<file path="config.mk">
export PLATFORM = sky130hd
export DESIGN_NAME = appx_cell
export DESIGN_NICKNAME = d
export VERILOG_FILES = /design/src/appx_pkg.sv /design/src/appx_cell.sv
export SDC_FILE = /design/constraint.sdc
export NUM_CORES = 1
export LEC_CHECK = 0
export ABC_AREA = 1
export BUFFER_PORTS_ARGS = -buffer_cell sky130_fd_sc_hd__buf_2
export CORE_AREA = 2 2 64 66
export CTS_CLUSTER_DIAMETER = 60
export CTS_CLUSTER_SIZE = 24
export DETAILED_ROUTE_END_ITERATION = 7
export DIE_AREA = 0 0 66 68
export GPL_ROUTABILITY_DRIVEN = 0
export PLACE_DENSITY = 0.78
export SYNTH_ARGS = -nofsm -noshare
export SYNTH_HDL_FRONTEND = slang
export SYNTH_SLANG_ARGS = --single-unit
</file>
<file path="constraint.sdc">
create_clock -name clock -period 3.4 [get_ports clock]
set_input_delay 0.34 -clock clock [delete_from_list [all_inputs] [get_ports clock]]
set_output_delay 0.34 -clock clock [all_outputs]
set_load 0.01 [all_outputs]
</file>
<file path="src/appx_pkg.sv">
`timescale 1ns / 1ps

package appx_pkg;

   localparam int MAP_DEPTH  = 256;
   localparam int MAP_ADDR_W = 8;
   localparam int PIX_W      = 8;
   localparam int AMP_W      = 32;
   localparam int CSR_IDX_W  = 3;
   localparam int CSR_DATA_W = 32;
   localparam int COUNT_W    = 9;

   localparam logic [1:0] CMD_CONVERT    = 2'd0;
   localparam logic [1:0] CMD_LOAD_COLOR = 2'd1;
   localparam logic [1:0] CMD_LOAD_MAP   = 2'd2;

   localparam logic [CSR_IDX_W-1:0] CSR_AMP_MIN     = 3'd0;
   localparam logic [CSR_IDX_W-1:0] CSR_AMP_MAX     = 3'd1;
   localparam logic [CSR_IDX_W-1:0] CSR_SCALE       = 3'd2;
   localparam logic [CSR_IDX_W-1:0] CSR_CONTIGUOUS  = 3'd3;
   localparam logic [CSR_IDX_W-1:0] CSR_COLOR_COUNT = 3'd4;

   localparam logic [AMP_W-1:0]   AMP_MIN_RST     = 32'd0;
   localparam logic [AMP_W-1:0]   AMP_MAX_RST     = 32'd65536;
   localparam logic [AMP_W-1:0]   SCALE_RST       = 32'd16646144;
   localparam logic [COUNT_W-1:0] COLOR_COUNT_RST = 9'd256;

   localparam logic [63:0] HALF_Q32     = 64'h0000_0000_8000_0000;
   localparam logic [63:0] ONE_HALF_Q32 = 64'h0000_0001_8000_0000;

   typedef enum logic [2:0] {
      ST_IDLE,
      ST_DIFF,
      ST_MUL,
      ST_LEVEL,
      ST_MAP,
      ST_COLOR,
      ST_SEARCH,
      ST_DONE
   } state_type;

   typedef struct packed {
      logic             valid;
      logic             found;
      logic [PIX_W-1:0] color;
      logic [PIX_W-1:0] pick;
   } token_type;

endpackage

</file>
<file path="src/appx_cell.sv">
`timescale 1ns / 1ps

module appx_cell
   import appx_pkg::*;
(
   input  logic             clock,
   input  logic             reset,
   input  logic             wr_en,
   input  logic [PIX_W-1:0] wr_value,
   input  logic             pair_live,
   input  logic [PIX_W-1:0] next_entry,
   output logic [PIX_W-1:0] entry,
   input  token_type        tok_in,
   output token_type        tok_out
);

   logic [PIX_W-1:0] entry_ff, entry_in;
   token_type        tok_ff, tok_fwd_in;
   logic [PIX_W-1:0] below, above;
   logic             hit;

   always_comb begin
      entry_in = wr_en ? wr_value : entry_ff;
      below    = tok_in.color - entry_ff;
      above    = next_entry - tok_in.color;
      hit      = tok_in.valid && !tok_in.found && pair_live
                 && (tok_in.color >= entry_ff) && (tok_in.color <= next_entry);
      tok_fwd_in = tok_in;
      if (hit) begin
         tok_fwd_in.found = 1'b1;
         tok_fwd_in.pick  = (below < above) ? entry_ff : next_entry;
      end
   end

   always_ff @(posedge clock) begin
      entry_ff <= entry_in;
      if (reset) begin
         tok_ff <= '0;
      end else begin
         tok_ff <= tok_fwd_in;
      end
   end

   assign entry   = entry_ff;
   assign tok_out = tok_ff;

endmodule

</file>
# == Word level (Yosys, flattened, before mapping) ==
# Index checks and enable logic that the tools add are counted.
# word_totals
ff_bits,26
inputBits,38
output_inout_bits,26
word_cells,18
# classes
add_sub_neg,2
magnitude_cmp,3
mux,3
n_reduce_logical,5
# ops
operator,count
$mux 8,2
$sub 8x8->8,2
$ge 8x8->1,1
$le 8x8->1,1
$lt 8x8->1,1
$logic_and 1x1->1,4
$logic_not 1->1,1
$mux 1,1

# == Logic depth before layout (Yosys ltp) ==
# depth
ltp_word,6
mapped_depth,17
mapped_depth_nobuf,17

# == Worst setup path before layout ==
# No wires, ideal clock.
# synth_path
kind,register to register
start,"register entry_ff[0], in the netlist entry[0]"
end,"register tok_ff, in the netlist tok_out[1]"
setup_time_ps,111
arrival_ps,2518
required_time_ps,3289
slack_ps,771
stages_incl_launch_ff,15
n_path_buf,1
synth_period_minus_slack_ps,2629
cell_sequence,edfxtp_1 ha_1 fa_1 o21ai_2 a31oi_1 xnor2_1 ha_1 nand2_1 o21a_1 buf_2 nand2_1 nand2_1 nand2_1 nor2_1 nor2_1
# synth_between
elab_chain_cells,4
elab_cells_between_ends,7
classes_between,add/sub (1); order compare (2); mux (2); reduce/logical (2)
# synth_lines
element,line,text
"start, declared",appx_cell.sv:17,"logic [PIX_W-1:0] entry_ff, entry_in;"
"start signal, assigned",appx_cell.sv:36,entry_ff <= entry_in;
$sub 8x8->8 or $ge 8x8->1 (tied branches),"appx_cell.sv:24, appx_cell.sv:27",
$lt 8x8->1 or $logic_and 1x1->1 (tied branches),"appx_cell.sv:31, appx_cell.sv:27",
$mux 8 or $logic_and 1x1->1 (tied branches),"appx_cell.sv:31, appx_cell.sv:27",
$mux 8 (*),appx_cell.sv:29,if (hit) begin
"end signal, assigned",appx_cell.sv:40,tok_ff <= tok_fwd_in;
"end, declared",appx_cell.sv:18,"token_type tok_ff, tok_fwd_in;"
# Mark *: on every way between the ends. The rest lies on a longest branch, timed or not.
# A chain may end at the register's enable or synchronous reset.

# == Worst setup path in the final report ==
# layout_path
start,"register entry_ff[1], in the netlist entry[1]"
end,"register tok_ff, in the netlist tok_out[0]"
# Same word-level chain as after synthesis.

==> flow_summary.ini <==
[worst_setup_path]
cpMostUsedCell = nand2_1
endpoint_kind = flop
max_stage_delay_ns = 0.48
crit_chain = inv_1 > ha_1 > nand2_1 > o21ai_0 > nand4_1 > nand3_1 > xor2_1 > ha_1 > a21oi_1 > o21a_1 > nand2_1 > nand2_1 > nand2_1 > nor2_1 > nor2_1
crit_path_start = entry[1]
crit_fanout = 9
cp_slowest_cell = edfxtp_1
r2r_cells = 15
reg2reg_from = entry[1]
required_ns = 3.56
critical_path_class = flop to flop
crit_path_start_kind = flop
critPathTopFamily = simple AND/OR/NAND/NOR gates
crit_arrival_ns = 3.24
critPathBufInv = 1
crit_cells = 15

[grt]
grtUsageTotal = 0.197
grt_pass1_wl_um = 6840
grt_pass1_vias = 1617
gr-total-overflow = 0
grt_max_degree = 18
antenna_found_initial = 0

[yosys]
yosysTopAreaCell = dfxtp_1
ys_top_cells_by_count = nand2_1, inv_1, nor2_1
netlist_instances = 243
synth_warnings = 0
ys_seq_area_frac = 0.329
synth-edff-count = 8
yosys_most_used_dff = dfxtp_1
ys_types = 25
syn_area_mm2 = 0.00182
synth_area_per_cell_um2 = 7.51
syn-num-nets = 306
yosysTopAreaCellShare = 0.198
synth_area_leaders = dfxtp_1, ha_1, edfxtp_1
synth.most_common_cell = nand2_1
synth-seq-cells = 26
synth-async-reset-ratio = 0

[clock_tree]
holdBufCountCts = 0
tritoncts = built
cts_root_buffer = clkbuf_8
htree_levels = 1
postCtsResizedCells = 0
clockBufferDepth = 2
cts_made_buffers = 3
clock-sinks = 26
path_clk_slew_ns = 0.08
worst_skew_pair.late_latency_ns = 0.26
cts_setup_buffers = 0

[layout]
stdcell_count = 357
final_nets = 371
utilization = 0.578
seq_area_um2 = 601
syn_to_final_growth_pct = 22.1
antennaDiodeCount = 0
fillerInstances = 370
drive_gt1_frac = 0.241
multiInputGateArea_mm2 = 0.00105

[route]
wirelength_um = 4220
drc = 0
num_vias = 1718
via_per_inst = 4.81
drt_iter0_markers = 47
wl_per_cell_um = 11.8
first_pass_iters = 4
ant_nets = 0

[sta]
drv_slew = 0
timing.setup.tns_ns = 0
clock_skew_ns = 0.00352
setup_violations = 0
rsz0062_at_grt = false
maxClockFrequency_mhz = 325
finalCritPeriodShare = 0.905
setup_ws_ns = 0.324
fin_crit_ns = 3.08
hold_viol = 0
max_slew.worst_pin.slew_ns = 0.408
relSlewSlack = 0.725

[power]
p_per_area_mw_per_mm2 = 413
peakVddDrop_v = 0.000406
power_leakage_uw = 0.00130
p_total_uw = 919

[worst_hold_path]
min_from = wr_value[1]
hold_path_depth = 1
min_path_type = primary input to flop

[die]
die_w_um = 66
initial_utilization = 0.473
die_y_um = 68
io-pin-count = 64
dieArea_mm2 = 0.00449
fp.coreArea_mm2 = 0.00386
rows = 23

[status]
outcome = completed

[flow_run]
max_cap_violations = 0

[placement]
place_ws_ns = 0.367
portBuffers = 63
dp_cells = 353
dp_hpwl_um = 3610
==> cells by family (layout without fill, tap and decap cells) <==
family          Yosys count  after routing  synth area share
compound gates           21             21            0.0652
simple gates            114            114             0.271
flops                    26             26             0.329
fa+ha+maj                25             25             0.180
buf+inv                  45            109            0.0974
xor+xnor                 12             12            0.0576
==> report_power, final <==
part / internal [µW] / switching, µW
Sequential: 341 / 11.3
Combinational: 160 / 233
Clock: 83.7 / 90.0
Total: 585 / 334
==> layout make-up <==
cell class              instances  share of cell area
multi-input cells             172               0.470
clock buffers                   4              0.0202
flip-flops and latches         26               0.270
inverters                      42              0.0708
repair buffers                 63               0.142
well taps                      50              0.0281
==> layout by cell type (no fill, tap or decap) <==
cell / count
buf_2: 63
nand2_1: 61
inv_1: 42
nor2_1: 27
ha_1: 23
dfxtp_1: 18
nand3_1: 15
a21oi_1: 14
edfxtp_1: 8
xnor2_1: 7
xor2_1: 5
nand4_1: 3
clkbuf_8: 3
a31oi_1: 2
a21o_1: 2
nand2_2: 2
nor2_2: 2
nand3_2: 2
fa_1: 2
o21ai_2: 1
o21ai_0: 1
nand3b_1: 1
nand3_4: 1
o21a_1: 1
clkbuf_1: 1
==> path summary, 6_finish.rpt <==
check / end / slack, ns
worst min-delay path: entry[1] / 0.24
worst min register to register: tok_out[2] / 0.65
worst max-delay path: tok_out[0] / 0.32
worst max register to register: tok_out[0] / 0.32
==> per-stage QoR <==
step                      instance area [µm²]  hold slack, ns
after floorplan                          1820           0.439
after CTS                                2230           0.240
after global routing                     2230           0.239
final                                    2230           0.243
after global placement                   2180           0.517
after detailed placement                 2180           0.519
==> registers in the layout, indices dropped and copies added, names as in the netlist <==
name     flops
entry        8
tok_out     18
==> layer usage <==
layer / vias to the layer above / global-route usage / wire length, µm
met5: - / 0 / 0
met1: 748 / 0.251 / 1910
met4: 0 / 0.0663 / 148
met3: 12 / 0.0378 / 250
met2: 62 / 0.337 / 1910
li1: 896 / - / -
Note: power is estimated with default switching activity, not from simulation.
